<file path="src/rtl/core/mgoc_pkg.sv">
// shared constants and types for the gram orthogonality check
package mgoc_pkg;

    localparam int ORDER_DEFAULT = 4;
    localparam int ORDER_MAX     = 8;
    localparam int ELEM_W        = 16;
    localparam int PROD_W        = 2 * ELEM_W;
    localparam int ACC_W         = 40;
    localparam int IDX_W         = 3;

    // control that travels beside one product term through the mac
    typedef struct packed {
        logic valid;
        logic first;
        logic last;
    } mac_ctl_t;

endpackage

</file>
<file path="src/rtl/core/mgoc_mac.sv">
// shared multiply-accumulate unit for the dot products of the gram matrix
module mgoc_mac (
    input  logic                                 clk,
    input  logic                                 rst_n,
    input  mgoc_pkg::mac_ctl_t                   ctl,
    input  logic signed [mgoc_pkg::ELEM_W-1:0]   op_a,
    input  logic signed [mgoc_pkg::ELEM_W-1:0]   op_b,
    input  logic                                 done_clear,
    output logic signed [mgoc_pkg::ACC_W-1:0]    acc,
    output logic                                 done
);
    import mgoc_pkg::*;

    mac_ctl_t                  prod_ctl_reg;
    logic signed [PROD_W-1:0]  prod_reg;
    logic signed [ACC_W-1:0]   acc_reg;
    logic signed [ACC_W-1:0]   acc_next;
    logic                      done_reg;
    logic                      done_next;

    // product stage
    always_ff @(posedge clk)
    begin
        prod_reg <= PROD_W'(op_a) * PROD_W'(op_b);
    end

    always_ff @(posedge clk or negedge rst_n)
    begin
        if (!rst_n)
        begin
            prod_ctl_reg <= '0;
        end
        else
        begin
            prod_ctl_reg <= ctl;
        end
    end

    // accumulate stage
    always_comb
    begin
        acc_next = acc_reg;
        if (prod_ctl_reg.valid)
        begin
            if (prod_ctl_reg.first)
            begin
                acc_next = ACC_W'(prod_reg);
            end
            else
            begin
                acc_next = acc_reg + ACC_W'(prod_reg);
            end
        end
    end

    always_comb
    begin
        done_next = done_reg;
        if (done_clear)
        begin
            done_next = 1'b0;
        end
        if (prod_ctl_reg.valid && prod_ctl_reg.last)
        begin
            done_next = 1'b1;
        end
    end

    always_ff @(posedge clk)
    begin
        acc_reg <= acc_next;
    end

    always_ff @(posedge clk or negedge rst_n)
    begin
        if (!rst_n)
        begin
            done_reg <= 1'b0;
        end
        else
        begin
            done_reg <= done_next;
        end
    end

    assign acc  = acc_reg;
    assign done = done_reg;

endmodule

</file>
<file path="src/rtl/core/matrix_gram_orthogonality_check_unit.sv">
// top level: loads a square matrix, streams out A times A transpose and an identity flag
// loading takes ORDER*ORDER elements; the first product element follows once the last one is in
// products come out one at a time from the single shared mac, which walks the ORDER terms
//   of each dot product through the registered memory reads; a stalled output holds it
// no new matrix element is taken until every product element of the current one is emitted
// reset: asynchronous, active low; clears the load count, state and valid flags, not the memory
module matrix_gram_orthogonality_check_unit #(
    parameter int ORDER = mgoc_pkg::ORDER_DEFAULT
) (
    input  logic                                clk,
    input  logic                                rst_n,
    input  logic                                in_valid,
    output logic                                in_ready,
    input  logic signed [mgoc_pkg::ELEM_W-1:0]  element,
    output logic                                out_valid,
    input  logic                                out_ready,
    output logic signed [mgoc_pkg::ACC_W-1:0]   product_value,
    output logic [mgoc_pkg::IDX_W-1:0]          row_index,
    output logic [mgoc_pkg::IDX_W-1:0]          col_index,
    output logic                                is_orthogonal,
    output logic                                last_result
);
    import mgoc_pkg::*;

    localparam int CELLS = ORDER * ORDER;
    localparam int AW    = (CELLS > 1) ? $clog2(CELLS) : 1;
    localparam int KW    = (ORDER > 1) ? $clog2(ORDER) : 1;

    // one-hot controller states
    typedef enum logic [3:0] {
        ST_LOAD  = 4'b0001,   // taking matrix elements
        ST_ISSUE = 4'b0010,   // one memory read pair per dot product term
        ST_DRAIN = 4'b0100,   // wait for the mac to finish the sum
        ST_EMIT  = 4'b1000    // move the sum into the output register
    } state_t;

    state_t              state_reg, state_next;
    logic [AW-1:0]       load_cnt_reg, load_cnt_next;
    logic [KW-1:0]       row_reg, row_next;
    logic [KW-1:0]       col_reg, col_next;
    logic [KW-1:0]       k_reg, k_next;
    logic                ident_reg, ident_next;

    // matrix memory, one write port and two registered read ports
    logic signed [ELEM_W-1:0] mem [CELLS];
    logic signed [ELEM_W-1:0] rd_a_reg;
    logic signed [ELEM_W-1:0] rd_b_reg;
    logic [AW-1:0]            rd_a_addr;
    logic [AW-1:0]            rd_b_addr;
    logic                     wr_en;

    mac_ctl_t                 rd_ctl_reg, rd_ctl_next;

    logic signed [ACC_W-1:0]  acc;
    logic                     mac_done;
    logic                     emit_fire;
    logic                     entry_match;
    logic                     entry_last;

    // output register
    logic                     out_valid_reg, out_valid_next;
    logic signed [ACC_W-1:0]  value_reg;
    logic [IDX_W-1:0]         row_out_reg;
    logic [IDX_W-1:0]         col_out_reg;
    logic                     orth_reg;
    logic                     last_reg;

    assign in_ready = (state_reg == ST_LOAD);
    assign wr_en    = in_valid && in_ready;

    // row r term k and row c term k of the stored matrix
    assign rd_a_addr = AW'(int'(row_reg) * ORDER + int'(k_reg));
    assign rd_b_addr = AW'(int'(col_reg) * ORDER + int'(k_reg));

    always_ff @(posedge clk)
    begin
        if (wr_en)
        begin
            mem[load_cnt_reg] <= element;
        end
        rd_a_reg <= mem[rd_a_addr];
        rd_b_reg <= mem[rd_b_addr];
    end

    // the read data is registered and comes in the cycle after the address, so its tag does too
    always_comb
    begin
        rd_ctl_next.valid = (state_reg == ST_ISSUE);
        rd_ctl_next.first = (k_reg == '0);
        rd_ctl_next.last  = (k_reg == KW'(ORDER - 1));
    end

    mgoc_mac u_mac (
        .clk        (clk),
        .rst_n      (rst_n),
        .ctl        (rd_ctl_reg),
        .op_a       (rd_a_reg),
        .op_b       (rd_b_reg),
        .done_clear (emit_fire),
        .acc        (acc),
        .done       (mac_done)
    );

    // the output register is free when empty or being drained this cycle
    assign emit_fire   = (state_reg == ST_EMIT) && (!out_valid_reg || out_ready);
    assign entry_match = (row_reg == col_reg) ? (acc == ACC_W'(1)) : (acc == '0);
    assign entry_last  = (row_reg == KW'(ORDER - 1)) && (col_reg == KW'(ORDER - 1));

    always_comb
    begin
        state_next    = state_reg;
        load_cnt_next = load_cnt_reg;
        row_next      = row_reg;
        col_next      = col_reg;
        k_next        = k_reg;
        ident_next    = ident_reg;

        unique case (state_reg)
            ST_LOAD:
            begin
                if (wr_en)
                begin
                    if (load_cnt_reg == AW'(CELLS - 1))
                    begin
                        load_cnt_next = '0;
                        row_next      = '0;
                        col_next      = '0;
                        k_next        = '0;
                        ident_next    = 1'b1;
                        state_next    = ST_ISSUE;
                    end
                    else
                    begin
                        load_cnt_next = load_cnt_reg + AW'(1);
                    end
                end
            end
            ST_ISSUE:
            begin
                if (k_reg == KW'(ORDER - 1))
                begin
                    k_next     = '0;
                    state_next = ST_DRAIN;
                end
                else
                begin
                    k_next = k_reg + KW'(1);
                end
            end
            ST_DRAIN:
            begin
                if (mac_done)
                begin
                    state_next = ST_EMIT;
                end
            end
            ST_EMIT:
            begin
                if (emit_fire)
                begin
                    ident_next = ident_reg && entry_match;
                    if (entry_last)
                    begin
                        state_next = ST_LOAD;
                    end
                    else
                    begin
                        state_next = ST_ISSUE;
                        if (col_reg == KW'(ORDER - 1))
                        begin
                            col_next = '0;
                            row_next = row_reg + KW'(1);
                        end
                        else
                        begin
                            col_next = col_reg + KW'(1);
                        end
                    end
                end
            end
            default:
            begin
                state_next = ST_LOAD;
            end
        endcase
    end

    always_comb
    begin
        out_valid_next = out_valid_reg;
        if (out_valid_reg && out_ready)
        begin
            out_valid_next = 1'b0;
        end
        if (emit_fire)
        begin
            out_valid_next = 1'b1;
        end
    end

    always_ff @(posedge clk or negedge rst_n)
    begin
        if (!rst_n)
        begin
            state_reg     <= ST_LOAD;
            load_cnt_reg  <= '0;
            row_reg       <= '0;
            col_reg       <= '0;
            k_reg         <= '0;
            ident_reg     <= 1'b1;
            rd_ctl_reg    <= '0;
            out_valid_reg <= 1'b0;
        end
        else
        begin
            state_reg     <= state_next;
            load_cnt_reg  <= load_cnt_next;
            row_reg       <= row_next;
            col_reg       <= col_next;
            k_reg         <= k_next;
            ident_reg     <= ident_next;
            rd_ctl_reg    <= rd_ctl_next;
            out_valid_reg <= out_valid_next;
        end
    end

    // result payload, the identity flag only shows on the final element
    always_ff @(posedge clk)
    begin
        if (emit_fire)
        begin
            value_reg   <= acc;
            row_out_reg <= IDX_W'(row_reg);
            col_out_reg <= IDX_W'(col_reg);
            orth_reg    <= entry_last && ident_reg && entry_match;
            last_reg    <= entry_last;
        end
    end

    assign out_valid     = out_valid_reg;
    assign product_value = value_reg;
    assign row_index     = row_out_reg;
    assign col_index     = col_out_reg;
    assign is_orthogonal = orth_reg;
    assign last_result   = last_reg;

endmodule

</file>
<file path="config.mk">
export PLATFORM = sky130hd
export DESIGN_NAME = matrix_gram_orthogonality_check_unit
export DESIGN_NICKNAME = d
export VERILOG_FILES = /design/src/rtl/core/mgoc_pkg.sv /design/src/rtl/core/mgoc_mac.sv /design/src/rtl/core/matrix_gram_orthogonality_check_unit.sv
export SDC_FILE = /design/constraint.sdc
export NUM_CORES = 1
export LEC_CHECK = 0
export BUFFER_PORTS_ARGS = -buffer_cell sky130_fd_sc_hd__buf_4
export CELL_PAD_IN_SITES_DETAIL_PLACEMENT = 2
export CELL_PAD_IN_SITES_GLOBAL_PLACEMENT = 2
export CORE_MARGIN = 2
export CORE_UTILIZATION = 40
export DETAILED_ROUTE_END_ITERATION = 10
export PLACE_DENSITY_LB_ADDON = 0.1
export SYNTH_ARGS = -nofsm -noshare
export SYNTH_HDL_FRONTEND = slang
export SYNTH_SLANG_ARGS = --single-unit
</file>
<file path="constraint.sdc">
create_clock -name clk -period 11.45 [get_ports clk]
set_input_delay 2.29 -clock clk [delete_from_list [all_inputs] [get_ports clk]]
set_output_delay 2.29 -clock clk [all_outputs]
set_load 0.1 [all_outputs]
</file>
==> Word-level counts from Yosys, hierarchy flattened <==
Memories as Yosys holds them, arrays and structs flattened. A register that Yosys moved wholly into a read port is not among the register bits.
Cells that the tools add are included.
{ "word_totals": {"inputBits": 20, "reg_bits": 141, "word_cells": 101, "output_inout_bits": 50, "mem_bits_rw": 256, "n_memories": 1} }
{ "op_classes": {"reduce_logical": 22, "n_mux": 32, "n_eq_ne": 17, "n_mul": 1, "n_addsub": 7} }
{ "memory_table": {"columns": ["memory", "depth", "width", "read_ports", "rd_clocked_by_memory_dff", "wr", "line_no", "rtl"], "rows": [
  ["mem", 16, 16, 2, 2, 1, "matrix_gram_orthogonality_check_unit.sv:45", "logic signed [ELEM_W-1:0] mem [CELLS];"]
]} }
{ "ops": {"columns": ["op", "n"], "rows": [
  ["$add A40 B32 Y40", 1],
  ["$eq A40 B2 Y1 const B", 1],
  ["$logic_not A40 Y1", 1],
  ["$mux W40", 1],
  ["$mul A16 B16 Y32", 1],
  ["$mux W4", 6],
  ["$mux W2", 10],
  ["$pmux W4 S4", 1],
  ["$pmux W2 S2", 3],
  ["$mux W1", 10],
  ["$reduce_and A5 Y1", 2],
  ["$add A4 B2 Y4", 2],
  ["$eq A4 B4 Y1 const B", 2],
  ["$logic_and A1 B1 Y1", 8],
  ["$ne A2 B1 Y1 const B", 4],
  ["$reduce_bool A2 Y1", 4],
  ["$add A2 B1 Y2 const B", 3],
  ["$eq A2 B2 Y1 const B", 3],
  ["$ne A2 B2 Y1 const B", 3],
  ["$reduce_and A6 Y1", 1],
  ["$add A4 B1 Y4 const B", 1],
  ["$eq A4 B1 Y1 const B", 1],
  ["$eq A4 B2 Y1 const B", 1],
  ["$eq A4 B3 Y1 const B", 1],
  ["8 further kinds", 8]
]} }

==> Logic depth before layout (Yosys ltp) <==
Gate-level depths: netlist of the first run.
{ "logic_depth": {"ltp_word": 5, "mapped_depth": 24, "ltp_nobuf": 23} }

==> Hierarchy <==
From an unflattened synthesis of the first run, not the netlist that was laid out.
{ "hier_totals": {"hier_cells": 2125, "hier_area_um2": 27575.2} }
{ "by_module_without_submodules": {"columns": ["module", "instances", "seq_area_each_um2", "area_per_inst_um2", "cells_each"], "rows": [
  ["mgoc_mac", 1, 1941.9, 14166.1, 1529],
  ["matrix_gram_orthogonality_check_unit", 1, 10187.3, 13409.1, 596]
]} }

==> Least setup slack after synthesis of the first run <==
OpenSTA, ideal clock, no wires.
{ "synth_path": {"path_kind": "reg2reg", "startpoint": "reg rd_b_reg[7] (read register of mem)", "endpoint": "reg u_mac.prod_reg[30]", "required_time_ns": 11.355, "setup_time_ns": 0.095, "stages_incl_launch_ff": 22, "arrival_ns": 5.702, "path_slack_ns": 5.653, "n_path_buf": 1, "period_less_slack_ns": 5.797, "path_cell_list": "dfxtp_1 -> clkbuf_1 -> nand2_1 -> fa_1 -> inv_1 -> fa_1 -> inv_1 -> fa_1 -> inv_1 -> fa_1 -> fa_1 -> inv_1 -> fa_1 -> inv_1 -> ha_1 -> or3_1 -> a311oi_2 -> o31ai_1 -> and4_1 -> o41ai_2 -> nand3_1 -> o311ai_1"} }
{ "synth_via": {"elab_chain_cells": 1} }
{ "synth_rtl": {"columns": ["item", "line_no", "rtl"], "rows": [
  ["start, declared", "matrix_gram_orthogonality_check_unit.sv:47", "logic signed [ELEM_W-1:0] rd_b_reg;"],
  ["$mul A16 B16 Y32", "mgoc_mac.sv:24", "prod_reg <= PROD_W'(op_a) * PROD_W'(op_b);"],
  ["end signal, assigned", "mgoc_mac.sv:24", null],
  ["end, declared", "mgoc_mac.sv:15", "logic signed [PROD_W-1:0] prod_reg;"]
]} }
Every way passes these cells.
A chain may end at the register's enable or synchronous reset.

==> Worst setup path in the final report of the first run <==
Ends and elaborated chain as after synthesis.

==> out/metrics.cfg, run 1 <==
[outcome]
status = finished, final reports clean

[clock_network]
cts_buffers = 49
cts_tree = yes
clkSinkCount = 429
cts_root_buffer = clkbuf_16
cts_buffer_depth = 3
clk_latency_ps = 620
post_cts_buffers = 0
htreeDepth = 2
postCtsHoldBufs = 0
cts.clk_slew.worst_paths_ps = 70
ctsResizeCount = 0

[worst_hold_path]
hold_path.class = reg2reg

[placement]
numPortBuffers = 67
dp.final_hpwl_um = 54600
place_ws_ps = 4880
dpl_cell_area_mm2 = 0.0289
gp_congestion = 0.813

[grt]
grt_usage_pct = 21.6
grt_overflow = 0
grt_max_degree = 65
met1_usage_pct = 28.2
antenna_found_initial = 3
grt_pass1_wl_um = 116000
top_usage_layer = met2
grtUsageMet2_pct = 38.7
gr-usage-met3_pct = 2.59
grt_pass1_vias = 19200

[final_layout]
n_fill_cell = 6623
layout_common_cells = edfxtp_1, inv_1, fa_1
nets = 2601
stdcell_area_mm2 = 0.0306
drive_gt1_share_pct = 13.2
layout_commonest_cell = edfxtp_1
layout-area-overhead-vs-synth_pct = 11.8
largest_register_ffs = 256

[timing]
final-setup-viol-count = 0
fin_setup_tns_ps = 0
drv_slew = 0
holdWs_ps = 361
fin_crit_ps = 6500
layout_setup_ws_ps = 4950
worst_pin_slew_ps = 1230
rsz0062_at_grt = false
hold_viol = 0
slew_headroom_pct = 17.8
skew_ps = 35.3
fin_crit_sh_pct = 56.8
fmax_mhz = 154

[route]
postRouteAntennaNets = 0
avgViaCountPerCell = 5.32
routedWlPerCell_um = 24.0
drt_iter0_markers = 819
vias = 16500
drcViolationCount = 0
totalWireLength_um = 74600
first_pass_iters = 4

[critical_path]
reg2regPathDepth = 20
crit_end = u_mac.prod_reg[30]
path_class = reg2reg
required_ps = 11960
crit_arrival_ps = 7020
r2r-end = u_mac.prod_reg[30]
cp-start-kind = flip-flop
end_kind = flip-flop
regToRegSetupSlack_ps = 4950
startpoint = rd_b_reg[7]
cp_max_fo = 16
r2r_start = rd_b_reg[7]

[floorplan]
die_w_um = 266
dieArea_mm2 = 0.0706
fp.dieH_um = 266
num_io_pins = 70
initial_core_util_pct = 40.6
fp-row-count = 95
core_mm2 = 0.0675

[yosys]
synthCells = 2121
async_flop_share_pct = 5.36
syn_area_mm2 = 0.0274
ys.flop_type = edfxtp_1
synth-edff-count = 342
synth-seq-area-share_pct = 44.3
ys_warn_count = 0
synth_seq_cells = 429
ys_types = 76
avgSynthCellArea_um2 = 12.9

[run]
cap_violations = 0

-- critical path: stages (launching register included) --
cell,delay [ps]
dfxtp_1,840
nand2_1,170
fa_1,580
inv_1,60
fa_1,520
inv_1,60
fa_1,530
inv_1,50
fa_1,450
fa_1,490
inv_1,50
fa_1,470
inv_1,40
ha_1,190
or3_1,380
a311oi_2,310
o31ai_1,230
and4_1,290
o41ai_2,440
nand3_1,130
o311ai_1,100
-- per-layer routing --
layer  up-vias  share of wire, %
li1       7398                 -
met1      8812                43
met2       236                52
met3        70               3.3
met4         0               1.7
met5         -                 0
-- logic make-up after synthesis --
family                   share of synthesized area, %
AO/OA/AOI/OAI                                    5.89
XOR/XNOR                                         2.17
adder cells (fa/ha/maj)                          25.1
buffers and inverters                            5.36
flip-flops                                       44.3
multiplexers                                     8.01
other                                          0.0137
AND/OR/NAND/NOR                                  9.16
-- area by class of cell --
type | count | area [µm²] | area share [%]
antenna | 1 | 2.50 | 0.00817
clock buffer | 70 | 1450 | 4.74
clock inverter | 22 | 251 | 0.821
inverter | 311 | 1170 | 3.81
multi-input combinational | 1307 | 13800 | 45.2
sequential | 429 | 12100 | 39.6
tap | 873 | 1090 | 3.57
timing repair buffer | 91 | 683 | 2.23
-- metrics by stage --
step / cells / util (%)
2_1_floorplan: 2122 / -
3_3_place_gp: 3011 / 42.8
3_5_place_dp: 3011 / 42.8
4_1_cts: 3103 / 45.4
5_1_grt: 3103 / 45.4
6_report: 3104 / 45.4
-- synth_stat cells (all sizes together) (10+ instances only) --
cell	n	area, µm²
ha	129	1610
xor2	19	166
and2	133	833
clkbuf	64	240
nor2	54	203
buf	11	60.1
a211oi	10	85.1
nor4	13	81.3
nand2b	11	68.8
dfxtp	64	1280
mux4	96	2160
inv	311	1170
o21bai	15	113
nor2b	10	62.6
edfxtp	342	10300
xnor2	49	429
o21ai	63	315
fa	263	5270
a21o	43	323
nand2	206	773
dfrtp	21	526
nor3	16	80.1
and3	10	62.6
o31ai	12	90.1
a21oi	49	249
nand3	13	65.1
-- worst min path at each step --
| stage | cells past startpoint | slack [ps] | endpoint | startpoint |
|---|---|---|---|---|
| after floorplan | 0 | 330 | u_mac.prod_ctl_reg[0] | rd_ctl_reg[0] |
| after global placement | 0 | 330 | u_mac.prod_ctl_reg[2] | rd_ctl_reg[2] |
| after detailed placement | 0 | 340 | u_mac.prod_ctl_reg[0] | rd_ctl_reg[0] |
| after CTS | 0 | 360 | u_mac.prod_ctl_reg[2] | rd_ctl_reg[2] |
| after global routing | 0 | 370 | u_mac.prod_ctl_reg[2] | rd_ctl_reg[2] |
| final | 0 | 360 | u_mac.prod_ctl_reg[2] | rd_ctl_reg[2] |
Power of run 1 is not shown: default switching activity piles up to over one toggle a cycle in this logic, so the estimate is an artifact.
==> inputs of run 2 (changes only) <==
clock period = 5.4 ns   (was 11.45 ns; I/O delays follow)
==> run 2 against run 1 <==
Net effect: the flow now finishes with violations (setup timing); worst setup slack got worse by 5300 ps; flip-flop and latch count did not move; routed wire length rose by 2.3%; clock-buffer cell count fell by 1; final area rose by 6.9%; sequential share of layout area fell by 2.3 points; core utilization rose by 3.2 points; die area did not move; critical path depth rose by 2; non-clock buffer count rose by 186; via count rose by 4.0%; maximum frequency rose by 14%.
==> out/metrics.cfg, run 2 (synthesis gave the netlist of run 1 again) <==
[outcome]
status = finished, violations left  ; was finished, final reports clean
violations = setup timing

[grt]
antenna_found_initial = 4  ; was 3
top_usage_layer = met2  ; unchanged
grt_overflow = 0  ; unchanged
grt_pass1_vias = 20100  ; was 19200
met1_usage_pct = 26.9  ; was 28.2%
grt_pass1_wl_um = 119000  ; was 116000 µm
grt_max_degree = 66  ; was 65
grt_usage_pct = 22.0  ; was 21.6%
gr-usage-met3_pct = 2.79  ; was 2.59%
grtUsageMet2_pct = 41.3  ; was 38.7%

[floorplan]
fp-row-count = 95  ; unchanged
die_w_um = 266  ; unchanged
num_io_pins = 70  ; unchanged
fp.dieH_um = 266  ; unchanged
initial_core_util_pct = 40.6  ; unchanged
dieArea_mm2 = 0.0706  ; unchanged
core_mm2 = 0.0675  ; unchanged

[route]
first_pass_iters = 5  ; was 4
drt_iter0_markers = 810  ; was 819
avgViaCountPerCell = 5.22  ; was 5.32
totalWireLength_um = 76300  ; was 74600 µm
postRouteAntennaNets = 0  ; unchanged
drcViolationCount = 0  ; unchanged
routedWlPerCell_um = 23.2  ; was 24.0 µm
vias = 17200  ; was 16500

[final_layout]
nets = 2787  ; was 2601
largest_register_ffs = 256  ; unchanged
n_fill_cell = 6517  ; was 6623
postLayoutCoreUtil_pct = 48.5  ; was 45.4%
layout_commonest_cell = edfxtp_1  ; unchanged
stdcell_area_mm2 = 0.0328  ; was 0.0306 mm²
layout_common_cells = edfxtp_1, inv_1, buf_4  ; was edfxtp_1, inv_1, fa_1
drive_gt1_share_pct = 25.6  ; was 13.2%
layout-area-overhead-vs-synth_pct = 19.6  ; was 11.8%

[timing]
holdWs_ps = 351  ; was 361 ps
fin_crit_sh_pct = 106  ; was 56.8%
fmax_mhz = 175  ; was 154 MHz
worst_pin_slew_ps = 1150  ; was 1230 ps
skew_ps = 54.1  ; was 35.3 ps
fin_crit_ps = 5720  ; was 6500 ps
rsz0062_at_grt = true  ; was false
final-setup-viol-count = 11  ; was 0
hold_viol = 0  ; unchanged
drv_slew = 0  ; unchanged
layout_setup_ws_ps = -319  ; was 4950 ps
slew_headroom_pct = 23.4  ; was 17.8%

[placement]
dp.final_hpwl_um = 56600  ; was 54600 µm
numPortBuffers = 67  ; unchanged
gp_congestion = 0.809  ; was 0.813
dpl_cell_area_mm2 = 0.0302  ; was 0.0289 mm²

[critical_path]
crit_arrival_ps = 6210  ; was 7020 ps
cp_max_fo = 6  ; was 16
end_kind = flip-flop  ; unchanged
reg2regPathDepth = 22  ; was 20
path_class = reg2reg  ; unchanged
required_ps = 5890  ; was 11960 ps
r2r_start = rd_b_reg[4]  ; was rd_b_reg[7]
cp-start-kind = flip-flop  ; unchanged
startpoint = rd_b_reg[4]  ; was rd_b_reg[7]
regToRegSetupSlack_ps = -320  ; was 4950 ps

[clock_network]
cts_tree = yes  ; unchanged
cts_buffer_depth = 3  ; unchanged
postCtsHoldBufs = 0  ; unchanged
cts.clk_slew.worst_paths_ps = 70  ; about the same
cts_root_buffer = clkbuf_16  ; unchanged
cts_buffers = 49  ; unchanged
htreeDepth = 2  ; unchanged
clkSinkCount = 429  ; unchanged
clk_latency_ps = 620  ; about the same

[worst_hold_path]
hold_path.class = reg2reg  ; unchanged
hold_depth = 0  ; unchanged
min_from = rd_ctl_reg[0]  ; was rd_ctl_reg[2]

[run]
cap_violations = 0  ; unchanged

==> run 2: critical path, cell delays in order (launching register included) <==
cell and delay, ps:
dfxtp_4 370, buf_4 170, and2_1 160, fa_1 540, inv_1 50, fa_1 480, fa_1 500, inv_1 60
fa_1 460, fa_1 540, inv_1 60, fa_1 470, inv_1 50, ha_2 180, a21o_1 180, a21o_1 180
a21o_1 210, a21oi_2 160, o21bai_2 90, o31ai_2 270, a21bo_1 200, a21o_1 180, a211oi_2 80
==> run 2: final timing paths <==
check | endpoint
max in group asynchronous | ident_reg
max reg2reg | u_mac.prod_reg[31]
min in group asynchronous | rd_ctl_reg[1]
max | u_mac.prod_reg[31]
min reg2reg | u_mac.prod_ctl_reg[0]
min | u_mac.prod_ctl_reg[0]
==> run 2: final cells by class <==
cell class	count	area (µm²)	area share, %
Multi-Input combinational cell	1307	14300	43.7
Sequential cell	429	12200	37.3
Timing Repair Buffer	277	2230	6.82
Clock buffer	69	1380	4.23
Inverter	311	1170	3.58
Tap cell	873	1090	3.33
Clock inverter	22	312	0.951
Antenna cell	2	5.00	0.0153
==> run 2: per-stage QoR <==
step,std cells,TNS [ps],setup slack (ps)
2_1_floorplan,2122,-1.99,-1.99
3_3_place_gp,3162,-3980,-482
3_5_place_dp,3162,-4960,-563
4_1_cts,3272,-2560,-344
5_1_grt,3289,-4800,-543
6_report,3290,-2200,-319
==> run 2: layer usage <==
layer / share of wire (%) / vias up
met5: 0.017 / -
met4: 2.0 / 2
met3: 3.0 / 109
met2: 54 / 245
met1: 41 / 9047
li1: - / 7769
==> run 2: what timing repair did <==
item	4_1_cts	5_1_grt
buffers inserted	19	17
pin swaps	52	70
gates resized for setup	106	90
endpoints found under the setup margin	15	17
Power of run 2 is left out for the same reason.
==> inputs of run 3 (changes only) <==
CORE_ASPECT_RATIO = 0.5   (was default)
==> run 3 against run 2 <==
Net effect: the flow still finishes with violations (setup timing); worst setup slack lost 36 ps; core utilization rose by 0.25 points; largest cell class unchanged; register-to-register slack worse by 40 ps; die area up 0.18%; routed wire length up 6.0%; maximum frequency is 0.63% lower; global-route usage increased by 1.3 points.
==> out/metrics.cfg, run 3 (synthesis gave the netlist of run 1 again) <==
[clock_network]
cts.clk_slew.worst_paths_ps = 80  ; was 70 ps
cts_buffer_depth = 3  ; unchanged
htreeDepth = 2  ; unchanged
clkSinkCount = 429  ; unchanged
cts_buffers = 43  ; was 49
cts_root_buffer = clkbuf_16  ; unchanged
cts_tree = yes  ; unchanged
clk_latency_ps = 600  ; was 620 ps

[timing]
fin_crit_sh_pct = 107  ; was 106%
layout_setup_ws_ps = -355  ; was -319 ps
skew_ps = 25.3  ; was 54.1 ps
final-setup-viol-count = 13  ; was 11
hold_viol = 0  ; unchanged
slew_headroom_pct = 22.0  ; was 23.4%
rsz0062_at_grt = true  ; unchanged
drv_slew = 0  ; unchanged
holdWs_ps = 359  ; was 351 ps
worst_pin_slew_ps = 1170  ; was 1150 ps
fmax_mhz = 174  ; was 175 MHz
fin_crit_ps = 5760  ; was 5720 ps

[grt]
antenna_found_initial = 5  ; was 4
grt_max_degree = 60  ; was 66
grt_overflow = 0  ; unchanged
grt_pass1_wl_um = 124000  ; was 119000 µm
grt_pass1_vias = 19900  ; was 20100
grt_usage_pct = 23.3  ; was 22.0%

[critical_path]
cp_slowest_stage_delay_ps = 590  ; was 540 ps
crit_chain = buf_6 > and2_4 > fa_2 > buf_12 > fa_1 > fa_1 > fa_1 > fa_1 > inv_2 > fa_1 > inv_2 > ha_4 > inv_4 > nor2_4 > nand3_4 > nor3_4 > o31ai_4 > a21bo_1 > a21o_1 > a211oi_1  ; was buf_4 > and2_1 > fa_1 > inv_1 > fa_1 > fa_1 > inv_1 > fa_1 > fa_1 > inv_1 > fa_1 > inv_1 > ha_2 > a21o_1 > a21o_1 > a21o_1 > a21oi_2 > o21bai_2 > o31ai_2 > a21bo_1 > a21o_1 > a211oi_2
end_kind = flip-flop  ; unchanged
required_ps = 5900  ; was 5890 ps
cp_common_cell = fa_1  ; unchanged
cp_slowest_cell = fa_1  ; unchanged
cp_max_fo = 6  ; unchanged
cp-start-kind = flip-flop  ; unchanged
path_class = reg2reg  ; unchanged
crit_arrival_ps = 6250  ; was 6210 ps

[final_layout]
stdcell_area_mm2 = 0.0328  ; about the same
largest_register_ffs = 256  ; unchanged
layout-area-overhead-vs-synth_pct = 19.8  ; was 19.6%
antenna-diode-count = 0  ; was 2
layout_common_cells = edfxtp_1, inv_1, fa_1  ; was edfxtp_1, inv_1, buf_4
drive_gt1_share_pct = 26.5  ; was 25.6%
nets = 2784  ; was 2787
layout_commonest_cell = edfxtp_1  ; unchanged
n_fill_cell = 6474  ; was 6517

[route]
avgViaCountPerCell = 5.28  ; was 5.22
totalWireLength_um = 80900  ; was 76300 µm
vias = 17500  ; was 17200
first_pass_iters = 5  ; unchanged
drcViolationCount = 0  ; unchanged
routedWlPerCell_um = 24.5  ; was 23.2 µm
drt_iter0_markers = 927  ; was 810
postRouteAntennaNets = 0  ; unchanged

[floorplan]
initial_core_util_pct = 40.7  ; was 40.6%
core_mm2 = 0.0673  ; was 0.0675 mm²
fp-row-count = 67  ; was 95
fp.dieH_um = 189  ; was 266 µm
die_w_um = 374  ; was 266 µm
num_io_pins = 70  ; unchanged
dieArea_mm2 = 0.0707  ; was 0.0706 mm²

[run]
cap_violations = 0  ; unchanged

[outcome]
violations = setup timing  ; unchanged
status = finished, violations left  ; unchanged

[placement]
dp.final_hpwl_um = 58000  ; was 56600 µm
dpl_cell_area_mm2 = 0.0302  ; about the same
gp_congestion = 0.792  ; was 0.809
place_ws_ps = -549  ; was -563 ps
numPortBuffers = 67  ; unchanged

[worst_hold_path]
hold_path.class = reg2reg  ; unchanged

==> run 3: cell types whose count changed in the layout (fill, tap and decap cells not counted), sizes merged, moves of 2 or more <==
cell | before | now
bufinv | 5 | 3
buf | 277 | 280
diode | 2 | 0
inv | 312 | 315
clkbuf | 69 | 50
clkinv | 12 | 20
==> run 3: final cells by class <==
cell class / instances / area, µm² / share of cell area [%]
clock buffer: 50 / 1140 / 3.48
clock inverter: 30 / 299 / 0.911
inverter: 311 / 1180 / 3.58
multi-input combinational: 1307 / 14500 / 44.0
sequential: 429 / 12200 / 37.2
tap: 897 / 1120 / 3.42
timing repair buffer: 280 / 2410 / 7.34
==> run 3: path summary, 6_finish.rpt <==
| kind | cells after the start | endpoint | slack, ps | startpoint |
|---|---|---|---|---|
| worst max-delay path | 20 | u_mac.prod_reg[31] | -360 | rd_b_reg[3] |
| worst min-delay path | 0 | u_mac.prod_ctl_reg[1] | 360 | rd_ctl_reg[1] |
| worst max register to register | 20 | u_mac.prod_reg[31] | -360 | rd_b_reg[3] |
| worst min register to register | 0 | u_mac.prod_ctl_reg[1] | 360 | rd_ctl_reg[1] |
| max in group asynchronous | 1 | ident_reg | 4700 | rst_n |
| min in group asynchronous | 1 | row_reg[0] | 390 | rst_n |
==> run 3: per-layer routing <==
metal  vias up  global-route usage [%]  share of wire, %
li1       7776                       -                 -
met1      9259                    33.0                47
met2       343                    39.0                48
met3        79                    3.42               4.1
met4         2                    3.63               1.5
met5         -                       0             0.017
==> run 3: metrics by stage <==
step / TNS, ps / util (%) / instances
3_5_place_dp: -4840 / 44.9 / 3181
4_1_cts: -2060 / 48.2 / 3290
5_1_grt: -5370 / 48.8 / 3304
6_report: -2580 / 48.8 / 3304
2_1_floorplan: -1.99 / - / 2122
3_3_place_gp: -3150 / 44.9 / 3181
==> run 3: worst max-delay path, delay by kind of cell (launching register included) <==
kind	cells	cell delay, ps
fa+ha+maj	7	3490
compound gates	4	720
simple gates	4	630
buf+inv	5	440
flops	1	370
==> run 3: timing repair <==
item / in CTS / in global routing
endpoints found under the setup margin: 16 / 18
pin swaps: 71 / 52
hold buffers: 0 / 0
buffers inserted: 29 / 18
gates resized for setup: 168 / 79
Power of run 3 is left out for the same reason.
